## src/hdl/legb_pkg.sv

```systemverilog
// ----------------------------------------------------------------------------
// legb_pkg
// Shared types and constants of the gap buffer line editor: word layouts,
// key codes and the command that the control side hands to the cell row.
// ----------------------------------------------------------------------------
package legb_pkg;

  localparam int LINE_CAPACITY = 64;
  localparam int CAP_W         = (LINE_CAPACITY > 1) ? $clog2(LINE_CAPACITY) : 1;
  localparam int COUNT_W       = $clog2(LINE_CAPACITY + 1);

  localparam logic [7:0] KEY_DELETE = 8'h2D;
  localparam logic [7:0] KEY_LEFT   = 8'h3C;
  localparam logic [7:0] KEY_RIGHT  = 8'h3E;

  typedef struct packed {
    logic       operation;
    logic [7:0] key_code;
  } in_word_t;

  typedef struct packed {
    logic [7:0] text_char;
    logic       char_valid;
    logic       line_last;
    logic       overflowed;
  } out_word_t;

  localparam logic OP_KEY   = 1'b0;
  localparam logic OP_FLUSH = 1'b1;

  typedef enum logic [3:0] {
    CMD_HOLD   = 4'b0001,
    CMD_INSERT = 4'b0010,
    CMD_DELETE = 4'b0100,
    CMD_SHIFT  = 4'b1000
  } cell_cmd_t;

  typedef struct packed {
    cell_cmd_t          cmd;
    logic [COUNT_W-1:0] cursor;
    logic [7:0]         key;
  } cell_ctrl_t;

endpackage

```

## src/hdl/legb_cell.sv

```systemverilog
// ----------------------------------------------------------------------------
// legb_cell
// One character position of the line. Holds its byte, takes the key, or
// takes the byte of the left or right neighbour as the command asks.
// ----------------------------------------------------------------------------
module legb_cell (
  input  logic                        clk,
  input  logic [legb_pkg::CAP_W-1:0]  idx,
  input  legb_pkg::cell_ctrl_t        ctrl,
  input  logic [7:0]                  left_char,
  input  logic [7:0]                  right_char,
  output logic [7:0]                  held
);

  logic [legb_pkg::COUNT_W-1:0] pos;
  logic [7:0]                   held_next;

  assign pos = legb_pkg::COUNT_W'(idx);

  always_comb begin
    held_next = held;
    case (ctrl.cmd)
      legb_pkg::CMD_INSERT: begin
        // cells at and past the cursor move one place right
        if (pos == ctrl.cursor) begin
          held_next = ctrl.key;
        end else if (pos > ctrl.cursor) begin
          held_next = left_char;
        end
      end
      legb_pkg::CMD_DELETE: begin
        if (pos >= ctrl.cursor) begin
          held_next = right_char;
        end
      end
      legb_pkg::CMD_SHIFT: begin
        held_next = right_char;
      end
      default: begin
        held_next = held;
      end
    endcase
  end

  always_ff @(posedge clk) begin
    held <= held_next;
  end

endmodule

```

## src/hdl/line_edit_gap_buffer_unit.sv

```systemverilog
// ----------------------------------------------------------------------------
// line_edit_gap_buffer_unit
// Keystroke line editor built as a row of character cells with a cursor.
// ----------------------------------------------------------------------------
// Input channel in_valid / in_stall / in_word carries keystrokes and
// end-of-line words. A keystroke is applied when taken: insert and delete
// move the cells past the cursor one place in the row, cursor moves only
// change the counts. Keystrokes give no output.
// An end-of-line word starts a flush: the row shifts one cell a cycle
// towards cell 0 while out_stall is low, and cell 0 goes to the output
// register, so a line of N characters gives N words (one word for an
// empty line), loaded once the unit is in the flush state. in_stall is
// high for the whole flush and drops once the last word is registered,
// so the next keystroke can be taken while that word still waits.
// When the receiver raises out_stall the output register holds its word
// and the row stops shifting. Reset clears the counts, the overflow flag,
// the flush state and out_valid; cell contents are left as they are.
// ----------------------------------------------------------------------------
module line_edit_gap_buffer_unit (
  input  logic                clk,
  input  logic                rst,
  input  logic                in_valid,
  output logic                in_stall,
  input  legb_pkg::in_word_t  in_word,
  output logic                out_valid,
  input  logic                out_stall,
  output legb_pkg::out_word_t out_word
);

  localparam int CAP = legb_pkg::LINE_CAPACITY;
  localparam int CW  = legb_pkg::COUNT_W;

  typedef enum logic [1:0] {
    ST_EDIT  = 2'b01,
    ST_FLUSH = 2'b10
  } state_t;

  state_t               state;
  logic [CW-1:0]        left_count;
  logic [CW-1:0]        right_count;
  logic [CW-1:0]        remaining;
  logic                 overflow_flag;
  logic [CW-1:0]        total;
  logic                 take;
  logic                 load;
  legb_pkg::cell_ctrl_t ctrl;

  logic [7:0] cell_char [CAP];
  logic [7:0] left_in   [CAP];
  logic [7:0] right_in  [CAP];

  assign in_stall = (state != ST_EDIT);
  assign take     = in_valid && !in_stall;
  assign total    = left_count + right_count;
  assign load     = (state == ST_FLUSH) && (!out_valid || !out_stall);

  always_comb begin
    ctrl.cmd    = legb_pkg::CMD_HOLD;
    ctrl.cursor = left_count;
    ctrl.key    = in_word.key_code;
    if (take && in_word.operation == legb_pkg::OP_KEY) begin
      case (in_word.key_code)
        legb_pkg::KEY_DELETE: begin
          if (left_count != '0) begin
            ctrl.cmd    = legb_pkg::CMD_DELETE;
            ctrl.cursor = left_count - CW'(1);
          end
        end
        legb_pkg::KEY_LEFT, legb_pkg::KEY_RIGHT: begin
          ctrl.cmd = legb_pkg::CMD_HOLD;
        end
        default: begin
          if (total < CW'(CAP)) begin
            ctrl.cmd = legb_pkg::CMD_INSERT;
          end
        end
      endcase
    end else if (load && remaining != '0) begin
      ctrl.cmd = legb_pkg::CMD_SHIFT;
    end
  end

  // neighbour links, open at both ends of the row
  always_comb begin
    left_in[0]       = '0;
    right_in[CAP-1]  = '0;
    for (int i = 1; i < CAP; i++) begin
      left_in[i] = cell_char[i-1];
    end
    for (int i = 0; i < CAP - 1; i++) begin
      right_in[i] = cell_char[i+1];
    end
  end

  for (genvar g = 0; g < CAP; g++) begin : g_cell
    legb_cell u_cell (
      .clk        (clk),
      .idx        (legb_pkg::CAP_W'(g)),
      .ctrl       (ctrl),
      .left_char  (left_in[g]),
      .right_char (right_in[g]),
      .held       (cell_char[g])
    );
  end

  always_ff @(posedge clk) begin
    if (rst) begin
      state         <= ST_EDIT;
      left_count    <= '0;
      right_count   <= '0;
      remaining     <= '0;
      overflow_flag <= 1'b0;
      out_valid     <= 1'b0;
    end else begin
      if (load) begin
        out_valid <= 1'b1;
      end else if (!out_stall) begin
        out_valid <= 1'b0;
      end
      case (state)
        ST_EDIT: begin
          if (take) begin
            if (in_word.operation == legb_pkg::OP_FLUSH) begin
              remaining   <= total;
              left_count  <= '0;
              right_count <= '0;
              state       <= ST_FLUSH;
            end else begin
              case (in_word.key_code)
                legb_pkg::KEY_DELETE: begin
                  if (left_count != '0) begin
                    left_count <= left_count - CW'(1);
                  end
                end
                legb_pkg::KEY_LEFT: begin
                  if (left_count != '0) begin
                    left_count  <= left_count - CW'(1);
                    right_count <= right_count + CW'(1);
                  end
                end
                legb_pkg::KEY_RIGHT: begin
                  if (right_count != '0) begin
                    left_count  <= left_count + CW'(1);
                    right_count <= right_count - CW'(1);
                  end
                end
                default: begin
                  if (total < CW'(CAP)) begin
                    left_count <= left_count + CW'(1);
                  end else begin
                    overflow_flag <= 1'b1;
                  end
                end
              endcase
            end
          end
        end
        ST_FLUSH: begin
          if (load) begin
            if (remaining <= CW'(1)) begin
              state         <= ST_EDIT;
              overflow_flag <= 1'b0;
            end
            if (remaining != '0) begin
              remaining <= remaining - CW'(1);
            end
          end
        end
        default: begin
          state <= ST_EDIT;
        end
      endcase
    end
  end

  // output word, loaded from the head of the row
  always_ff @(posedge clk) begin
    if (load) begin
      out_word.text_char  <= (remaining != '0) ? cell_char[0] : 8'h00;
      out_word.char_valid <= (remaining != '0);
      out_word.line_last  <= (remaining <= CW'(1));
      out_word.overflowed <= overflow_flag;
    end
  end

endmodule

```

## config.mk

```make
export PLATFORM = sky130hd
export DESIGN_NAME = line_edit_gap_buffer_unit
export DESIGN_NICKNAME = d
export VERILOG_FILES = /design/src/hdl/legb_pkg.sv /design/src/hdl/legb_cell.sv /design/src/hdl/line_edit_gap_buffer_unit.sv
export SDC_FILE = /design/constraint.sdc
export NUM_CORES = 1
export LEC_CHECK = 0
export BUFFER_PORTS_ARGS = -buffer_cell sky130_fd_sc_hd__buf_2
export CELL_PAD_IN_SITES_DETAIL_PLACEMENT = 1
export CELL_PAD_IN_SITES_GLOBAL_PLACEMENT = 2
export CORE_MARGIN = 2
export CORE_UTILIZATION = 43
export DETAILED_ROUTE_END_ITERATION = 16
export GPL_TIMING_DRIVEN = 0
export PLACE_DENSITY_LB_ADDON = 0.1
export SLEW_MARGIN = 30
export SYNTH_ARGS = -nofsm -noshare
export SYNTH_HDL_FRONTEND = slang
export SYNTH_SLANG_ARGS = --single-unit
```

## constraint.sdc

```tcl
create_clock -name clk -period 5 [get_ports clk]
set_input_delay 0.75 -clock clk [delete_from_list [all_inputs] [get_ports clk]]
set_output_delay 0.75 -clock clk [all_outputs]
set_load 0.02 [all_outputs]
```

## Yosys cells after proc, flatten, opt, wreduce, memory -nomap -nowiden

Cells that the tools add are included.

- Flip-flop bits (word level): 548
- Bits in latches: 0
- RAM bits: 0
- ROM bits: 0
- Input bits: 13
- Output and inout port bits: 13
- Logic and storage cells: 802
- Memories kept: 0

- Add/sub/neg operators: 6
- Multipliers: 0
- Divide/modulo/power cells: 0
- Magnitude comparators: 130
- Equal/unequal tests: 212
- Shift-type cells: 0
- Multiplexer cells: 291
- Bitwise logic cells: 1
- Reduce and logical (&&, ||, !) cells: 88

Operators by type and width:

| operator | number |
|---|---|
| 8-bit two-way mux | 192 |
| 8-bit one-hot mux with 3 select lines | 64 |
| 6-bit by 7-bit == test with 1-bit output (first input constant) | 32 |
| 6-bit by 7-bit >= comparator with 1-bit output (first input constant) | 32 |
| 6-bit by 7-bit greater-than comparator with 1-bit output (first input constant) | 32 |
| 3-bit by 1-bit != test with 1-bit output (second input constant) | 65 |
| 3-bit AND reduction | 64 |
| 2-bit by 1-bit != test with 1-bit output (second input constant) | 68 |
| 5-bit by 7-bit == test with 1-bit output (first input constant) | 16 |
| 5-bit by 7-bit >= comparator with 1-bit output (first input constant) | 16 |
| 5-bit by 7-bit greater-than comparator with 1-bit output (first input constant) | 16 |
| 7-bit two-way mux | 13 |
| 4-bit by 7-bit == test with 1-bit output (first input constant) | 8 |
| 4-bit by 7-bit >= comparator with 1-bit output (first input constant) | 8 |
| 4-bit by 7-bit greater-than comparator with 1-bit output (first input constant) | 8 |
| 7-bit one-hot mux with 2 select lines | 3 |
| 3-bit by 7-bit == test with 1-bit output (first input constant) | 4 |
| 3-bit by 7-bit >= comparator with 1-bit output (first input constant) | 4 |
| 3-bit by 7-bit greater-than comparator with 1-bit output (first input constant) | 4 |
| 8-bit by 6-bit == test with 1-bit output (second input constant) | 3 |
| 7-bit nonzero test | 3 |
| 7-bit by 1-bit subtractor with 7-bit output (second input constant) | 3 |
| 5-bit AND reduction | 3 |
| 7-bit by 1-bit adder with 7-bit output (second input constant) | 2 |
| 35 further kinds | 65 |

## Longest topological paths before layout

Gate-level depths: netlist of run 1.

- Depth after elaboration: 9
- Mapped depth: 14
- Mapped depth without buffers: 10

## By module

Synthesis of run 1 repeated with hierarchy kept, for this count alone.

- Cells, all modules: 4,277
- Area total of the unflattened synthesis: 44,843.0 um^2

Modules (own cells, without submodules):

| module | times used | cells an instance | area an instance (um^2) | sequential area each (um^2) |
|---|---|---|---|---|
| legb_cell at g_cell[0].u_cell ... | 45 | 62 | 660.6 | 240.2 |
| legb_cell at g_cell[50].u_cell ... | 19 | 63 | 661.9 | 240.2 |
| line_edit_gap_buffer_unit | 1 | 290 | 2,538.7 | 830.8 |

## Worst setup path before layout of run 1

OpenSTA, ideal clock, no wires.

- Path kind: input to register
- From: in in_word[7] (netlist bit)
- To: reg g_cell[0].u_cell.held[0] (enable)
- Library setup time: 0.384 ns
- Arrival: 3.395 ns
- Required time: 4.616 ns
- Setup slack: 1.221 ns
- Stages on the path: 10
- Buffers on the path: 3
- Cells stage by stage: and4bb_2 > nand4_2 > buf_2 > o21ai_1 > nand2_2 > buf_2 > buf_2 > nor3_1 > nand2_1 > o21ai_0

- Longest elaborated chain between the ends: 7
- Elaborated cells between the ends (all ways): 18
- Classes of those cells: order compare: 2; eq/ne: 8; mux: 4; reduce/logical: 4

Ends and longest elaborated chain:

| item | line | text |
|---|---|---|
| start, declared | line_edit_gap_buffer_unit.sv:24 | `input legb_pkg::in_word_t in_word,` |
| branches (longest 6 deep; another with 1-bit by 7-bit greater-than comparator with 1-bit output) | n/a |  |
| 3-bit AND reduction (no source line) (*) | n/a |  |
| end signal, assigned | legb_cell.sv:46 | `held <= held_next;` |
| end, declared | legb_cell.sv:12 | `output logic [7:0] held` |

Every way passes the cells marked *.
A chain may end at the register's enable or synchronous reset.

## Worst setup path after layout of run 1

- From: reg left_count[1]
- To: reg g_cell[16].u_cell.held[7] (enable)

- Longest elaborated chain between the ends: 8
- Elaborated cells between the ends (all ways): 20
- Classes of those cells: add/sub: 2; order compare: 3; eq/ne: 6; mux: 6; reduce/logical: 3

Ends and longest elaborated chain:

| item | line | text |
|---|---|---|
| start, declared | line_edit_gap_buffer_unit.sv:39 | `logic [CW-1:0] left_count;` |
| start signal, assigned | line_edit_gap_buffer_unit.sv:132 | `left_count <= left_count - CW'(1);` |
| start signal, assigned | line_edit_gap_buffer_unit.sv:137 | `left_count <= left_count - CW'(1);` |
| start signal, assigned | line_edit_gap_buffer_unit.sv:143 | `left_count <= left_count + CW'(1);` |
| 7-bit adder | line_edit_gap_buffer_unit.sv:54 | `assign total = left_count + right_count;` |
| 7-bit < comparator | line_edit_gap_buffer_unit.sv:73 | `if (total < CW'(CAP)) begin` |
| 2-bit two-way mux | line_edit_gap_buffer_unit.sv:73 |  |
| 4-bit one-hot mux with 2 select lines | line_edit_gap_buffer_unit.sv:62 | `case (in_word.key_code)` |
| 4-bit two-way mux | line_edit_gap_buffer_unit.sv:61 | `if (take && in_word.operation == legb_pkg::OP_KEY) begin` |
| 4-bit by 2-bit == test with 1-bit output (tied with other cells) | legb_cell.sv:22 | `case (ctrl.cmd)` |
| 3-bit by 1-bit != test with 1-bit output (no source line) (tied with other cells) | n/a |  |
| 3-bit AND reduction (no source line) (*) | n/a |  |
| end signal, assigned | legb_cell.sv:46 |  |
| end, declared | legb_cell.sv:12 |  |

Mark *: on every way between the ends. The rest lies on a longest branch, timed or not.

==> metrics.md, run 1 <==
| Metric | Value |
|---|---|
| CP max-delay cell | a21oi_2 |
| H-tree depth | 2 |
| Num CTS Buffers | a little over 60 |
| Root Buffer | clkbuf_16 |
| Slew Viols, Final | 0 |
| Flops & latches, synth | between 500 and 600 |
| Residual DRC | 0 |
| Global-route usage over all layers | 0.404 |
| Full die area | about 70000 um^2 |
| Synth Area in XOR/XNOR | 0.00361 |
| Synth Flop Type | edfxtp_1 |
| Final #Nets | between 2000 and 3000 |
| M2 GR Usage | 0.600 |
| Post-synthesis simple-gate area fraction | 0.187 |
| Relative slew slack | 0.246 |
| Cell variety after synth | 73 |
| Width of the die | approximately 260 um |
| Clk_lat worst skew | ~680 ps |
| Failing checks | negative setup slack |
| Netlist Area Pre-Place | 29100 um^2 |
| CP max stage delay | 590 ps |
| IO Count | 26 |
| Vias | roughly 27000 |
| Warnings, synthesis | 0 |
| Largest family of logic cells by synthesized area | simple AND/OR/NAND/NOR gates |
| Final Cell Area | roughly 33000 um^2 |
| Seq/Total Area, Yosys | 0.557 |
| Critical path fanouts, max | 10 |
| RSZ-0062 raised after global routing | true |
| Fraction of layout cells with a size suffix above 1 | 0.0935 |
| Vias/cell | between 6 and 7 |
| Post-DR wirelength/cell | between 30 and 40 um |
| DRT iter0 DRCs | approximately 3700 |
| Post-CTS Setup Inserts | 0 |
| WHS Endpoint | out_valid$_SDFFE_PP0P_ |
| Setup Crit Path Kind | flop to flop |
| WP data arrival | around 5300 ps |
| Total Power | approximately 12 mW |
| Die height | roughly 260 um |
| Ant. Diodes | 0 |
| Final WL | around 140 mm |
| Post-synthesis adder-cell area fraction | 0.00825 |
| Min-delay src | out_stall |
| Starting density of the core | 0.434 |
| Largest net degree at the start of global routing | 17 |
| Filler cell count | between 7000 and 8000 |
| Routability cong. | about 1.0 |
| Drt first pass iters | 6 |
| Pleak | ~11 nW |
| Num rows | 95 |
| Number of max-cap violations | 0 |
| First-pass GRT wire length | about 200 mm |
| Top Usage Layer GRT | met2 |
| Register-to-Register Path Depth | 12 |
| Final hold vios | 0 |
| Pwr Density | 354 nW/um^2 |
| Port Buffers | 25 |
| Antenna Nets Post-Route | 0 |
| Final Cycle Share | 1.00 |
| Vias in the first global route | 26800 |
| Final min period | about 5000 ps |
| Post-synthesis mux area share | 0.0450 |
| GR Util met1 | 0.548 |
| FMAX | approximately 200 MHz |
| Status | complete, but fails checks |
| Area Overhead vs Synth | 12.2% |
| Worst R2R End | g_cell[16].u_cell.held[7]$_DFFE_PP_ |
| Worst Max-Slew Pin Slew | between 1000 and 1500 ps |
| Syn Nets | around 2900 |
| Hold Path Class | primary input to flop |
| R2r setup slk | -0.8 ps |
| Final setup margin | -0.839 ps |
| Cts hold-fix bufs | 0 |
| TritonCTS clock tree | yes |
| Required time of the critical path | roughly 5300 ps |
| Reg2Reg Launch Point | left_count[1]$_SDFFE_PP0P_ |
| Post-synth EDFFs | about 520 |
| Endpoints failing setup | 1 |
| Initial antenna violation count | 1 |
| DP HPWL | about 110 mm |
| VDD IR-drop max | 0.292 mV |
| Met3 usage | 0.0922 |
| GR Overflow Total | 0 |
| Synth Instances | roughly 2900 |
| Core footprint | roughly 67000 um^2 |
| CP Launch Type | flop |
| Average size of a mapped cell | between 10 and 15 um^2 |
| Worst Setup End Kind | flop |
| Hold depth | 3 |
| Post-DP Area | between 30000 and 40000 um^2 |
| Clock Path Buffers | 3 |
| Dpl ws | -447 ps |
| CP cell instances | clkbuf_1, inv_1, ha_1, nor4b_2, and2_1, or4_4, nand2_2, buf_2, buf_2, nand4_1, clkbuf_1, a21oi_2 |
| Compound-gate portion of the synthesized area | 0.160 |
| Layout Skew | approximately 55 ps |
| Worst-path clk slew | roughly 60 ps |
| Clock sink count | between 500 and 600 |
| Post-synth ARST share | 0 |
| Final hold slack | 398 ps |
==> worst max-delay path: cells and delay by family (launching register included) <==
family / cells / cell delay, ps
AOI/OAI and AO/OA: 1 / 590
adders and majority gates: 1 / 220
buffers and inverters: 5 / 1700
DFF: 1 / 450
and+or+nand+nor: 5 / 1700
==> registers in the layout (all words and copies together), names as in the netlist <==
| register | cells |
|---|---|
| g_cell.u_cell.held | 512 |
| left_count | 7 |
| out_valid | 1 |
| out_word | 11 |
| overflow_flag | 1 |
| remaining | 7 |
| right_count | 7 |
| state | 2 |
==> cell usage in the layout (no fill, tap or decap), types with 25 or more instances in the layout <==
cell         n
a21oi_1     70
a21oi_2     26
buf_2       55
clkbuf_1   190
clkbuf_16   63
clkbuf_2    51
dfxtp_1     25
edfxtp_1   523
mux2i_1    131
nand2_1    536
nand3_1    385
nand4_1     44
nor2_1      82
o211ai_1   372
o21ai_0     92
o21ai_1     49
==> per-layer routing <==
layer	wire length [um]	part of all wire
met1	57900	0.40
met2	60900	0.43
met3	15300	0.11
met4	8900	0.062
met5	8	0.000056
==> area by class of cell <==
class / instances / area, um^2 / share of cell area
timing repair buffer: 41 / 283 / 0.00865
inverter: 16 / 60.1 / 0.00184
clock inverter: 32 / 223 / 0.00681
sequential: 548 / 16200 / 0.496
clock buffer: 79 / 1640 / 0.0501
buffer: 275 / 1150 / 0.0352
tap: 873 / 1090 / 0.0334
multi-input combinational: 2025 / 12000 / 0.368
==> stage by stage <==
stage	setup TNS (ps)	std cells	utilization
floorplan	0	2864	-
CTS	0	3886	0.485
global route	-3280	3889	0.487
detailed placement	-37770	3775	0.457
finish	-0.839	3889	0.487
global placement	-280350	3762	0.452
==> synth_stat cells (17+ instances only) <==
cell      count  area share
o211ai_1    372       0.096
o21ai_1      40      0.0069
o21ai_0     116       0.020
dfxtp_1      25       0.017
buf_1        25      0.0032
clkbuf_1    222       0.029
mux2i_1     131       0.045
nand2_1     536       0.069
nand3_1     385       0.066
buf_2        25      0.0043
edfxtp_1    523        0.54
a21oi_1      97       0.017
nor2_1       83       0.011
nor3_1       17      0.0029
nand4_1      44      0.0095
==> cell families (layout without fill, tap and decap cells) <==
| kind of cell | after synthesis | after routing |
|---|---|---|
| DFF | 548 | 548 |
| xor gates and xnor gates | 12 | 12 |
| buffers and inverters | 291 | 443 |
| muxes | 131 | 131 |
| AOI/OAI and AO/OA | 701 | 701 |
| and+or+nand+nor | 1163 | 1163 |
| adders and majority gates | 18 | 18 |
==> worst max path at each step <==
stage,start,end,cells after the start
after CTS,left_count[1]$_SDFFE_PP0P_,g_cell[55].u_cell.held[5]$_DFFE_PP_,12
after floorplan,in_word[7],g_cell[0].u_cell.held[0]$_DFFE_PP_,10
after global placement,out_stall,g_cell[55].u_cell.held[5]$_DFFE_PP_,9
after global routing,right_count[0]$_SDFFE_PP0P_,g_cell[55].u_cell.held[7]$_DFFE_PP_,10
after detailed placement,in_word[8],g_cell[63].u_cell.held[3]$_SDFFCE_PP0P_,10
final,left_count[1]$_SDFFE_PP0P_,g_cell[16].u_cell.held[7]$_DFFE_PP_,12
==> report_power, final <==
part	switching, mW	internal, mW	leakage [nW]	total [mW]
registers	0.293	5.60	5.14	5.90
logic	0.903	0.349	4.61	1.25
clock network	2.03	2.39	0.910	4.42
total	3.22	8.35	10.7	11.6
==> timing repair <==
item / CTS / global route
gates cloned: 0 / 0
endpoints found under the setup margin: 207 / 89
pin swaps: 0 / 0
endpoints found under the hold margin: 0 / 0
gates resized for setup: 5 / 10
No activity file was read; power rests on OpenSTA's default activity.
==> run 2: changes to the inputs <==
- GPL_TIMING_DRIVEN: 0 -> unset
==> metrics.md, run 2 (same netlist as run 1, synthesis figures left out) <==
| Metric | Value |
|---|---|
| Setup_tns | 0 ps |
| Port Buffers | 25 |
| Global-route usage over all layers | 0.269 |
| Crit-path leading delay family | simple AND/OR/NAND/NOR gates |
| Largest net degree at the start of global routing | ~150 |
| Post-CTS Setup Inserts | 0 |
| RSZ-0062 raised after global routing | false |
| Cts hold-fix bufs | 0 |
| Width of the die | 264 um |
| Starting density of the core | 0.434 |
| First-pass GRT wire length | around 150 mm |
| Worst Setup End Kind | flop |
| Die height | 264 um |
| Post-DP Area | between 30000 and 40000 um^2 |
| CP Launch Type | flop |
| Full die area | between 60000 and 70000 um^2 |
| Area Overhead vs Synth | 11.8% |
| Worst Max-Slew Pin Slew | 901 ps |
| Final #Nets | between 2000 and 3000 |
| Routability cong. | around 0.9 |
| Drt first pass iters | 5 |
| DP HPWL | roughly 63 mm |
| Setup Crit Path Kind | flop to flop |
| Most frequent cells in the layout | nand2_1 (528), edfxtp_1 (523), nand3_1 (385) |
| Final min period | around 4300 ps |
| CP cell instances | inv_1, ha_1, nor4b_2, nand2_1, nand4_1, nand2_1, nor3_1, nand2_1, o21ai_0, buf_4 |
| Total Power | roughly 11 mW |
| Ant. Diodes | 0 |
| Final WL | ~94 mm |
| Slew Viols, Final | 0 |
| Clk_lat worst skew | 640 ps |
| Antenna Nets Post-Route | 0 |
| Clock Path Buffers | 3 |
| Status | complete, no violations |
| Post-DR wirelength/cell | 25.1 um |
| Pwr Density | ~350 nW/um^2 |
| CP max stage delay | ~800 ps |
| Relative slew slack | 0.399 |
| GR Overflow Total | 0 |
| Residual DRC | 0 |
| Final Cycle Share | 0.852 |
| Number of gates resized after cts | 0 |
| Hold Path Class | primary input to flop |
| Initial antenna violation count | 0 |
| Final Cell Area | around 33000 um^2 |
| Root Buffer | clkbuf_16 |
| CP max-delay cell | nor3_1 |
| Clock sink count | 548 |
| Vias | between 20000 and 25000 |
| Pleak | roughly 11 nW |
| Number of max-cap violations | 0 |
| DRT iter0 DRCs | slightly below 2000 |
| Layout Skew | approximately 24 ps |
| Worst-path clk slew | 60 ps |
| Top reg by flops | g_cell.u_cell.held |
| Endpoints failing setup | 0 |
| Final hold vios | 0 |
| FMAX | around 230 MHz |
| H-tree depth | 2 |
| Fraction of layout cells with a size suffix above 1 | 0.106 |
| IO Count | 26 |
| Biggest regs | g_cell.u_cell.held: 512 flops, out_word: 11 flops |
| Critical path fanouts, max | 11 |
| Required time of the critical path | between 5000 and 6000 ps |
| Most common cell after layout, fill and taps aside | nand2_1 |
| Vias in the first global route | approximately 25000 |
| Worst Path Buf+Inv | 2 |
| Vias/cell | around 6.3 |
| Max reg flops | about 500 |
| Num rows | between 90 and 100 |
| Cell mode on critical path | nand2_1 |
| TritonCTS clock tree | yes |
| Core footprint | ~67000 um^2 |
| Num CTS Buffers | 61 |
| VDD IR-drop max | just under 0.3 mV |
| WP data arrival | 4580 ps |
run 2: final timing paths:
kind	cells after the start	from	slack (ps)	end
worst min-delay path	3	out_stall	410	out_valid$_SDFFE_PP0P_
worst max-delay path	10	left_count[1]$_SDFFE_PP0P_	740	g_cell[0].u_cell.held[7]$_DFFE_PP_
worst min register to register	0	overflow_flag$_SDFFE_PP0P_	450	out_word[0]$_DFFE_PP_
worst max register to register	10	left_count[1]$_SDFFE_PP0P_	740	g_cell[0].u_cell.held[7]$_DFFE_PP_
run 2: tightest hold or removal path, stage by stage:
cell and delay, ps:
buf_2 120, nand2_1 60, a21oi_1 60
run 2: per-stage QoR:
step | cells | util | setup WS [ps] | hold WS (ps)
final | 3752 | 0.485 | 742 | 408
after detailed placement | 3638 | 0.455 | 703 | 434
after floorplan | 2864 | - | 1220 | 409
after global placement | 3636 | 0.455 | 682 | 430
after global routing | 3752 | 0.485 | 464 | 393
after CTS | 3751 | 0.484 | 812 | 369
run 2: per-layer routing:
metal | track usage | share of wire | vias to the layer above
met5 | 0 | 0 | -
met4 | 0.0794 | 0.030 | 0
met3 | 0.0319 | 0.048 | 152
met2 | 0.440 | 0.47 | 583
met1 | 0.376 | 0.45 | 12000
li1 | - | - | 10800
run 2: layout make-up:
cell class	instances	area, um^2
fillers	7291	34600
flip-flops and latches	548	16200
clock inverters	38	330
clock buffers	75	1600
multi-input cells	2025	11800
repair buffers	177	1410
inverters	16	60.1
well taps	873	1090
run 2: report_power, final:
part	switching [mW]	internal [mW]	total, mW
logic	0.736	0.385	1.12
clock network	1.90	2.56	4.46
registers	0.236	5.60	5.83
